File: src/rtl/cre_pkg.sv
`timescale 1ns / 1ps
package cre_pkg;
   localparam int RULE_COUNT = 16;
   localparam int IDX_W = $clog2(RULE_COUNT);
   localparam logic [6:0] MAX_COIL = 7'd100;

   typedef enum logic [2:0] {
      CMD_TICK = 3'd0, CMD_ADD = 3'd1, CMD_RELEASE = 3'd2,
      CMD_CLEAR = 3'd3, CMD_CLEAR_ALL = 3'd4, CMD_STOP_ALL = 3'd5,
      CMD_RSV6 = 3'd6, CMD_RSV7 = 3'd7
   } cmd_type;

   localparam logic [2:0] T_EMPTY = 3'd0;
   localparam logic [2:0] T_PULSE = 3'd1;
   localparam logic [2:0] T_ENABLE = 3'd2;
   localparam logic [2:0] T_HIT = 3'd3;
   localparam logic [2:0] T_HIT_REL = 3'd4;
   localparam logic [2:0] T_HIT_EN_REL = 3'd5;
   localparam logic [2:0] T_HIT_EN_REL_DIS = 3'd6;

   localparam logic [3:0] S_DISABLED = 4'd0;
   localparam logic [3:0] S_ENABLED = 4'd1;
   localparam logic [3:0] S_ACTIVATED = 4'd2;
   localparam logic [3:0] S_WAIT_REL = 4'd3;
   localparam logic [3:0] S_START_DUR = 4'd4;
   localparam logic [3:0] S_WAIT_DUR = 4'd5;
   localparam logic [3:0] S_RELEASE = 4'd6;
   localparam logic [3:0] S_WAIT_FINAL = 4'd7;
   localparam logic [3:0] S_CLEAR = 4'd8;

   localparam logic [2:0] ST_OK = 3'd0;
   localparam logic [2:0] ST_NO_SWITCH = 3'd1;
   localparam logic [2:0] ST_BAD_COIL = 3'd2;
   localparam logic [2:0] ST_SW_REQUIRED = 3'd3;
   localparam logic [2:0] ST_TABLE_FULL = 3'd4;
   localparam logic [2:0] ST_NOT_FOUND = 3'd5;

   typedef struct packed {
      logic [2:0]  rtype;
      logic [5:0]  sw;
      logic [6:0]  coil;
      logic [3:0]  st;
      logic [15:0] timeout;
      logic [15:0] duration;
   } rule_type;

   typedef enum logic [1:0] {
      FSM_IDLE, FSM_SCAN, FSM_STATUS
   } fsm_type;

   typedef struct packed {
      logic       wr;
      logic [6:0] coil;
      logic       level;
   } emit_type;
endpackage

File: src/rtl/cre_step.sv
`timescale 1ns / 1ps
module cre_step (
   input  cre_pkg::rule_type r_in,
   input  cre_pkg::cmd_type  cmd,
   input  logic [2:0]        rule_type_in,
   input  logic [5:0]        sw_in,
   input  logic [6:0]        coil_in,
   input  logic [15:0]       duration_in,
   input  logic [15:0]       now,
   input  logic [63:0]       active,
   input  logic              found,
   output cre_pkg::rule_type r_out,
   output logic              hit,
   output cre_pkg::emit_type emit
);
   logic on;
   always_comb begin
      r_out = r_in;
      hit = 1'b0;
      emit = '0;
      on = (r_in.sw != 6'd0) && active[r_in.sw];
      case (cmd)
         cre_pkg::CMD_TICK: begin
            if (r_in.rtype != cre_pkg::T_EMPTY) begin
               case (r_in.st)
                  cre_pkg::S_ENABLED: begin
                     if (r_in.sw == 6'd0 || on) begin
                        emit = '{wr: 1'b1, coil: r_in.coil, level: 1'b1};
                        r_out.st = cre_pkg::S_ACTIVATED;
                     end
                  end
                  cre_pkg::S_ACTIVATED: begin
                     if (r_in.rtype == cre_pkg::T_HIT || r_in.rtype == cre_pkg::T_PULSE)
                        r_out.st = cre_pkg::S_START_DUR;
                     else if (r_in.rtype inside {cre_pkg::T_HIT_EN_REL,
                              cre_pkg::T_HIT_EN_REL_DIS, cre_pkg::T_HIT_REL})
                        r_out.st = cre_pkg::S_WAIT_REL;
                     else if (r_in.rtype != cre_pkg::T_ENABLE)
                        r_out.st = cre_pkg::S_RELEASE;
                  end
                  cre_pkg::S_WAIT_REL: begin
                     if (!on) r_out.st = cre_pkg::S_RELEASE;
                  end
                  cre_pkg::S_START_DUR: begin
                     r_out.timeout = now + r_in.duration;
                     r_out.st = cre_pkg::S_WAIT_DUR;
                  end
                  cre_pkg::S_WAIT_DUR: begin
                     if (now > r_in.timeout)
                        r_out.st = (r_in.rtype == cre_pkg::T_PULSE) ?
                                   cre_pkg::S_CLEAR : cre_pkg::S_RELEASE;
                  end
                  cre_pkg::S_RELEASE: begin
                     emit = '{wr: 1'b1, coil: r_in.coil, level: 1'b0};
                     r_out.st = cre_pkg::S_WAIT_FINAL;
                     r_out.timeout = 16'd0;
                  end
                  cre_pkg::S_WAIT_FINAL: begin
                     if (!on)
                        r_out.st = (r_in.rtype == cre_pkg::T_ENABLE) ?
                                   cre_pkg::S_CLEAR : cre_pkg::S_ENABLED;
                  end
                  cre_pkg::S_CLEAR: begin
                     emit = '{wr: 1'b1, coil: r_in.coil, level: 1'b0};
                     r_out.rtype = cre_pkg::T_EMPTY;
                     r_out.st = cre_pkg::S_DISABLED;
                  end
                  default: ;
               endcase
            end
         end
         cre_pkg::CMD_ADD: begin
            if (!found && (r_in.rtype == cre_pkg::T_EMPTY ||
                (r_in.coil == coil_in && r_in.sw == sw_in))) begin
               hit = 1'b1;
               r_out = '{rtype: rule_type_in, sw: sw_in, coil: coil_in,
                         st: cre_pkg::S_ENABLED, timeout: 16'd0, duration: duration_in};
               emit = '{wr: 1'b1, coil: coil_in, level: 1'b0};
            end
         end
         cre_pkg::CMD_RELEASE: begin
            if (!found && r_in.rtype == cre_pkg::T_ENABLE && r_in.coil == coil_in) begin
               hit = 1'b1;
               r_out.st = cre_pkg::S_RELEASE;
            end
         end
         cre_pkg::CMD_CLEAR: begin
            if (!found && r_in.sw == sw_in && r_in.coil == coil_in) begin
               hit = 1'b1;
               r_out.st = cre_pkg::S_CLEAR;
            end
         end
         cre_pkg::CMD_CLEAR_ALL: r_out.st = cre_pkg::S_CLEAR;
         cre_pkg::CMD_STOP_ALL: begin
            if (r_in.rtype != cre_pkg::T_EMPTY && r_in.st != cre_pkg::S_DISABLED)
               r_out.st = cre_pkg::S_RELEASE;
         end
         default: ;
      endcase
   end
endmodule

File: src/rtl/coil_rule_engine_core.sv
`timescale 1ns / 1ps
// channel   | ports                          | handshake
// request   | req_* fields                   | start & !busy
// result    | rsp_* fields                   | rsp_valid, one cycle, no stall
// config    | psel penable pwrite paddr ...  | APB, pready always high
// A scan command walks all RULE_COUNT slots, one per cycle through one step unit,
// then emits status. Add with a failed check skips the scan, as do the reserved
// commands. Coil writes come out during the walk.
// Reset clears every rule valid bit and switch_present; busy holds while working.
module coil_rule_engine_core (
   input  logic        clock,
   input  logic        reset,
   input  logic        start,
   output logic        busy,
   input  logic [2:0]  req_command,
   input  logic [2:0]  req_rule_type,
   input  logic [5:0]  req_enable_switch,
   input  logic [6:0]  req_coil,
   input  logic [15:0] req_duration,
   input  logic [15:0] req_now,
   input  logic [63:0] req_switch_active,
   output logic        rsp_valid,
   output logic        rsp_kind,
   output logic [2:0]  rsp_status,
   output logic [6:0]  rsp_coil_number,
   output logic        rsp_level,
   output logic        rsp_last,
   input  logic        psel,
   input  logic        penable,
   input  logic        pwrite,
   input  logic        paddr,
   input  logic [63:0] pwdata,
   output logic [63:0] prdata,
   output logic        pready
);
   localparam int IW = cre_pkg::IDX_W;
   cre_pkg::fsm_type fsm_ff, fsm_in;
   cre_pkg::rule_type table_ff [cre_pkg::RULE_COUNT];
   logic [cre_pkg::RULE_COUNT-1:0] valid_ff;
   logic [63:0] present_ff;
   logic [IW-1:0] idx_ff, idx_in;
   logic found_ff, found_in;
   logic [2:0] status_ff, status_in;
   cre_pkg::cmd_type cmd_ff;
   logic [2:0] typ_ff;
   logic [5:0] sw_ff;
   logic [6:0] coil_ff;
   logic [15:0] dur_ff, now_ff;
   logic [63:0] act_ff;
   cre_pkg::rule_type cur_ff, nxt;
   logic hit, wr;
   cre_pkg::emit_type emit;
   logic [2:0] chk;

   assign pready = 1'b1;
   assign prdata = present_ff;
   assign busy = (fsm_ff != cre_pkg::FSM_IDLE);

   cre_step u_step (
      .r_in(cur_ff), .cmd(cmd_ff), .rule_type_in(typ_ff), .sw_in(sw_ff),
      .coil_in(coil_ff), .duration_in(dur_ff), .now(now_ff), .active(act_ff),
      .found(found_ff), .r_out(nxt), .hit(hit), .emit(emit)
   );

   always_comb begin
      chk = cre_pkg::ST_OK;
      if (req_enable_switch != 6'd0 && !present_ff[req_enable_switch])
         chk = cre_pkg::ST_NO_SWITCH;
      else if (req_coil == 7'd0 || req_coil > cre_pkg::MAX_COIL)
         chk = cre_pkg::ST_BAD_COIL;
      else if (req_enable_switch == 6'd0 && req_rule_type >= cre_pkg::T_HIT &&
               req_rule_type <= cre_pkg::T_HIT_EN_REL_DIS)
         chk = cre_pkg::ST_SW_REQUIRED;
   end

   always_comb begin
      fsm_in = fsm_ff;
      idx_in = idx_ff;
      found_in = found_ff;
      status_in = status_ff;
      wr = 1'b0;
      rsp_valid = 1'b0;
      rsp_kind = 1'b0;
      rsp_status = 3'd0;
      rsp_coil_number = 7'd0;
      rsp_level = 1'b0;
      rsp_last = 1'b0;
      case (fsm_ff)
         cre_pkg::FSM_IDLE: begin
            if (start) begin
               idx_in = '0;
               found_in = 1'b0;
               status_in = cre_pkg::ST_OK;
               if (req_command == cre_pkg::CMD_ADD && chk != cre_pkg::ST_OK) begin
                  status_in = chk;
                  fsm_in = cre_pkg::FSM_STATUS;
               end else if (req_command == cre_pkg::CMD_RSV6 ||
                            req_command == cre_pkg::CMD_RSV7)
                  fsm_in = cre_pkg::FSM_STATUS;
               else
                  fsm_in = cre_pkg::FSM_SCAN;
            end
         end
         cre_pkg::FSM_SCAN: begin
            wr = 1'b1;
            if (hit) found_in = 1'b1;
            rsp_valid = emit.wr;
            rsp_kind = emit.wr;
            rsp_coil_number = emit.coil;
            rsp_level = emit.level;
            idx_in = idx_ff + 1'b1;
            if (idx_ff == IW'(cre_pkg::RULE_COUNT - 1)) begin
               fsm_in = cre_pkg::FSM_STATUS;
               if (cmd_ff == cre_pkg::CMD_ADD && !(found_ff || hit))
                  status_in = cre_pkg::ST_TABLE_FULL;
               if (cmd_ff == cre_pkg::CMD_RELEASE && !(found_ff || hit))
                  status_in = cre_pkg::ST_NOT_FOUND;
            end
         end
         cre_pkg::FSM_STATUS: begin
            rsp_valid = 1'b1;
            rsp_status = status_ff;
            rsp_last = 1'b1;
            fsm_in = cre_pkg::FSM_IDLE;
         end
         default: fsm_in = cre_pkg::FSM_IDLE;
      endcase
   end

   always_ff @(posedge clock) begin
      if (reset) begin
         fsm_ff <= cre_pkg::FSM_IDLE;
         valid_ff <= '0;
         present_ff <= '0;
         idx_ff <= '0;
         found_ff <= 1'b0;
         status_ff <= 3'd0;
      end else begin
         fsm_ff <= fsm_in;
         idx_ff <= idx_in;
         found_ff <= found_in;
         status_ff <= status_in;
         if (psel && penable && pwrite && !paddr) present_ff <= pwdata;
         if (wr) valid_ff[idx_ff] <= 1'b1;
      end
   end

   always_ff @(posedge clock) begin
      if (wr) table_ff[idx_ff] <= nxt;
      cur_ff <= valid_ff[idx_in] ? table_ff[idx_in] : '0;
      if (fsm_ff == cre_pkg::FSM_IDLE && start) begin
         cmd_ff <= cre_pkg::cmd_type'(req_command);
         typ_ff <= req_rule_type;
         sw_ff <= req_enable_switch;
         coil_ff <= req_coil;
         dur_ff <= req_duration;
         now_ff <= req_now;
         act_ff <= req_switch_active & present_ff;
      end
   end

`ifndef SYNTHESIS
   a_last_idle: assert property (@(posedge clock) disable iff (reset)
      rsp_last |=> !busy) else $error("status not final");
   a_last_valid: assert property (@(posedge clock) disable iff (reset)
      rsp_last |-> rsp_valid && !rsp_kind) else $error("bad status item");
   a_start: assert property (@(posedge clock) disable iff (reset)
      (start && !busy) |=> busy) else $error("request not taken");
`endif
endmodule

File: config.mk
export PLATFORM = sky130hd
export DESIGN_NAME = coil_rule_engine_core
export DESIGN_NICKNAME = d
export VERILOG_FILES = /design/src/rtl/cre_pkg.sv /design/src/rtl/cre_step.sv /design/src/rtl/coil_rule_engine_core.sv
export SDC_FILE = /design/constraint.sdc
export NUM_CORES = 2
export LEC_CHECK = 0
export BUFFER_PORTS_ARGS = -buffer_cell sky130_fd_sc_hd__buf_2
export CAP_MARGIN = 20
export CORE_UTILIZATION = 55
export CTS_BUF_LIST = sky130_fd_sc_hd__clkbuf_4 sky130_fd_sc_hd__clkbuf_8 sky130_fd_sc_hd__clkbuf_16
export DETAILED_ROUTE_END_ITERATION = 12
export PLACE_DENSITY = 0.71
export SYNTH_ARGS = -nofsm -noshare
export SYNTH_HDL_FRONTEND = slang
export SYNTH_HIERARCHICAL = 1
export SYNTH_SLANG_ARGS = --single-unit
File: constraint.sdc
create_clock -name clock -period 4.35 [get_ports clock]
set_input_delay 0.87 -clock clock [delete_from_list [all_inputs] [get_ports clock]]
set_output_delay 0.87 -clock clock [all_outputs]
set_load 0.1 [all_outputs]
Word-level counts from Yosys, hierarchy flattened --
Memory sizes are Yosys's and may differ from the RTL's. A register that Yosys moved wholly into a read port is not among the register bits. Cells that the tools add are included.
Storage, ports and cells: bits in registers 205, RAM bits 832, input bits 186, output and inout port bits 80, logic and storage cells 175, memories 1
Memories:
- table_ff | words 16, bits a word 52, read ports 1, clocked after Yosys merged registers in 1, write ports 1, RTL line coil_rule_engine_core.sv:38 | cre_pkg::rule_type table_ff [cre_pkg::RULE_COUNT];
Operators by class: add/subtract/negate cells 2, $lt $le $gt $ge 9, equality and inequality tests 32, muxes and demuxes 68, bitwise logic cells 2, reduce and logical (&&, ||, !) cells 48
Operators with widths (number):
- 64-bit bitwise AND | 1
- 16-bit one-hot mux with 2 select lines | 2
- 4-bit 2-to-1 mux | 13
- 52-bit 2-to-1 mux | 1
- 9-bit one-hot mux with 2 select lines | 2
- 4-bit one-hot mux with 8 select lines | 1
- 9-bit 2-to-1 mux | 3
- 3-bit 2-to-1 mux | 8
- 4-bit one-hot mux with 6 select lines | 1
- 3-bit == test (second input constant) | 7
- 20-bit 2-to-1 mux | 1
- 1-bit logical AND | 19
- 16-bit adder | 1
- 4-bit by 3-bit == test with 1-bit output (second input constant) | 4
- 16-bit greater-than comparator | 1
- 16-bit 2-to-1 mux | 1
- 16-bit bitwise OR | 1
- 1-bit 2-to-1 mux | 15
- 6-bit by 7-bit less-than comparator with 1-bit output (second input constant) | 2
- 2-bit 2-to-1 mux | 7
- 13-bit 2-to-1 mux | 1
- 1-bit binary-select mux with 6-bit select | 2
- 3-bit by 2-bit == test with 1-bit output (second input constant) | 4
- 6-bit zero test | 2
- 38 further kinds | 61

Longest topological paths before layout --
word-level depth 13, depth in mapped cells 13, mapped depth without buffers 11

Cells and area by module --
The synthesis kept the hierarchy.
Modules (own cells, without submodules):
- coil_rule_engine_core | times used 1, cells an instance 2270, area each 41837.6 um^2, sequential area each 31280.0 um^2
- cre_step | times used 1, cells an instance 461, area each 3178.0 um^2, sequential area each 0.0 um^2

Least setup slack after synthesis --
No wires, ideal clock.
kind reg2out, start point register coil_ff[6], end point output port rsp_valid, arrival 3.706 ns, data required time 3.480 ns, path slack -0.226 ns, cell stages (with the launch flop) 11, path buffers 1, cells stage by stage edfxtp_1 xor2_1 or4_4 nor4_1 or2_1 and2_2 nand2_1 buf_2 o21ai_0 and2_1 o21a_1
RTL lines:
- start: declaration | RTL line coil_rule_engine_core.sv:47 | logic [6:0] coil_ff;
- start signal: assignment | RTL line coil_rule_engine_core.sv:155 | coil_ff <= req_coil;
- end: declaration | RTL line coil_rule_engine_core.sv:22 | output logic rsp_valid,

==> results.yml <==
synthesis:
  synth_warnings: 6
  ys_seq_area_frac: 0.695
  synthDistinctLibCells: 81
  syn_nets: 2956
  synth-edff-count: 947
  synth_flop_cell: "edfxtp_1"
  postSynthCellCount: 2731
  ys_seq_elements: 1089
  synth_area_um2: 45000
  synth_area_per_cell_um2: 16.5
  async_flop_share: 0
sta:
  slew_headroom: 0.287
  setup_viol_count_final: 0
  drv_slew: 0
  finalCriticalPeriod_ns: 4.26
  hold_violations: 0
  finalSetupTns_ns: 0
  worst_pin_slew_ns: 1.07
  min_period_over_period: 0.979
  fmax_mhz: 235
  skew_ns: 0.0211
setup_path:
  critical_path_class: "reg2out"
  critPathArrivalTime_ns: 3.39
  cp_data_required_time_ns: 3.48
  endpoint_kind: "output port"
  crit_path_max_fanout: 15
  crit_path_start_kind: "register"
status:
  outcome: "finished, violations left"
  violations: "DRC"
layout:
  final_common_cell: "edfxtp_1"
  drive_gt1_frac: 0.250
  final_cell_mix: "edfxtp_1 (947), mux2i_1 (346), buf_2 (254)"
  fin_cells: 4205
  syn2layout_area_growth_pct: 15.4
  nets: 3273
  design_area_um2: 51900
clock_tree:
  htree_levels: 3
  cts_buffers: 109
  path_clk_slew_ns: 0.06
  clock-sinks: 1089
  clk_latency_ns: 0.68
  cts_tree: "built"
  root_buffer: "clkbuf_16"
  ctsLongestPathBuffers: 3
floorplanning:
  fp-row-count: 104
  die_height_um: 288
  die_x_um: 288
  die-area_um2: 83000
  start_util: 0.557
  boundaryPins: 266
  coreArea_um2: 80800
routing:
  vias_per_cell: 6.18
  drt_iter0_drc: 2371
  vias: 26000
  wl_per_cell_um: 26.7
  ant_nets: 0
  drc_errors: 12
  first_pass_iters: 9
  wl_um: 112000
placed_design:
  place_congestion: 0.938
  post_dp_cell_area_um2: 48000
  dp_hpwl_um: 67600
  port_buffers: 264
  dp.cells: 3991
grt:
  grt_max_degree: 73
  overflow: 0
  antenna_found_initial: 3
  grt_pass1_vias: 26200
  grt_pass1_wl_um: 165000
  grt_usage: 0.272
min_path:
  hold_class: "in2reg"
pwr:
  total_power_uw: 28900
  irDropWorstVdd_uv: 398
  power_density_nw_per_um2: 557
  p_leak_uw: 0.0180
flow_run:
  cap_violations: 0
[repair_timing]
item	CTS	global route
pin swaps	0	1
gates resized for setup	3	7
setup buffers	3	1
hold buffers	0	0
cloned	0	0
endpoints found under the setup margin	8	9
[power breakdown]
part           switching [µW]  leakage [µW]  total [µW]  internal, µW
Sequential                438       0.00997       13100         12700
Clock                    3990       0.00187        9630          5640
Combinational            3710       0.00614        6170          2460
Total                    8140        0.0180       28900         20800
[layout make-up]
class / instances / area [µm²]
clock buffers: 149 / 3150
clock inverters: 57 / 606
diodes: 2 / 5.00
well taps: 1060 / 1330
repair buffers: 356 / 2640
inverters: 42 / 160
flip-flops and latches: 1089 / 31300
multi-input cells: 1450 / 12800
fillers: 5568 / 28900
[per-stage QoR]
stage	utilization	worst slack [ns]	hold slack, ns
finish	0.643	0.0916	0.367
global route	0.643	-0.0115	0.333
CTS	0.642	0.0248	0.337
detailed placement	0.595	0.556	0.460
global placement	0.594	0.618	0.450
floorplan	-	0.0195	0.440
[per-layer routing]
layer | share of wire | up-vias | global-route usage
li1 | - | 11300 | -
met1 | 0.40 | 13300 | 0.358
met2 | 0.50 | 1150 | 0.461
met3 | 0.072 | 194 | 0.0506
met4 | 0.029 | 2 | 0.0839
met5 | 0.000080 | - | 0
[state kept, by name (all words and copies together) (netlist names)]
signal,count
cur_ff,52
act_ff,64
table_ff,832
valid_ff,16
fsm_ff,2
dur_ff,16
cmd_ff,3
now_ff,16
typ_ff,3
sw_ff,6
found_ff,1
coil_ff,7
status_ff,3
prdata,64
idx_ff,4
[path summary, 6_finish.rpt]
| check | to | slack, ns | startpoint | cells past startpoint |
|---|---|---|---|---|
| hold reg to reg | valid_ff[9]$_SDFFE_PP0P_ | 0.47 | valid_ff[9]$_SDFFE_PP0P_ | 2 |
| setup / recovery | rsp_valid | 0.09 | cur_ff[43]$_SDFF_PN0_ | 12 |
| hold / removal | dur_ff[4]$_DFFE_PP_ | 0.37 | req_duration[4] | 1 |
| setup reg to reg | cur_ff[21]$_SDFF_PN0_ | 0.85 | fsm_ff[0]$_SDFFE_PP0P_ | 9 |
[kinds of logic after synthesis]
family | Yosys count | synth area share
adders and majority gates | 40 | 0.0112
AOI/OAI and AO/OA | 400 | 0.0684
xor gates and xnor gates | 29 | 0.00564
other | 1 | 0.0000833
muxes | 482 | 0.143
and+or+nand+nor | 498 | 0.0524
DFF | 1089 | 0.695
buffers and inverters | 192 | 0.0244
[Yosys cell counts (3+ instances only)]
library cell	instances	area share
nand3_1	12	0.0013
mux2_2	7	0.0018
inv_1	42	0.0035
nor2b_1	9	0.0013
o21bai_1	5	0.00083
dfxtp_1	142	0.063
a211oi_1	8	0.0013
o21ai_0	31	0.0034
and2_1	100	0.014
a21oi_1	98	0.011
clkbuf_1	50	0.0042
buf_2	39	0.0043
a21boi_0	3	0.00050
nor3_1	20	0.0022
buf_1	6	0.00050
a21o_1	7	0.0012
nand4b_1	3	0.00058
nand3b_1	3	0.00050
and3_1	4	0.00056
nand2_1	232	0.019
o22ai_1	6	0.00083
o31ai_1	12	0.0020
xnor2_1	20	0.0039
a211oi_2	51	0.014
a22oi_1	113	0.019
o21a_1	4	0.00067
xor2_1	9	0.0018
nor3b_1	5	0.00083
nor4_1	4	0.00056
a22o_1	18	0.0035
a31oi_1	6	0.00083
nand4_1	8	0.0011
nand2b_1	7	0.00097
ha_1	38	0.011
mux2i_1	347	0.077
nor2_1	76	0.0063
edfxtp_1	947	0.63
buf_4	21	0.0035
mux4_2	127	0.064
buf_6	33	0.0083
o211ai_1	4	0.00067
[critical path, cell delays in order (launching register included)]
cell,delay [ns]
dfxtp_4,0.40
buf_12,0.17
mux2i_2,0.26
a22oi_1,0.12
nand3_1,0.13
and4_1,0.26
nor2b_1,0.24
o21ai_2,0.15
a211oi_4,0.23
o21ai_0,0.12
and2_4,0.20
o21a_2,0.25
buf_12,0.18
Note: power is estimated with default switching activity, not from simulation.
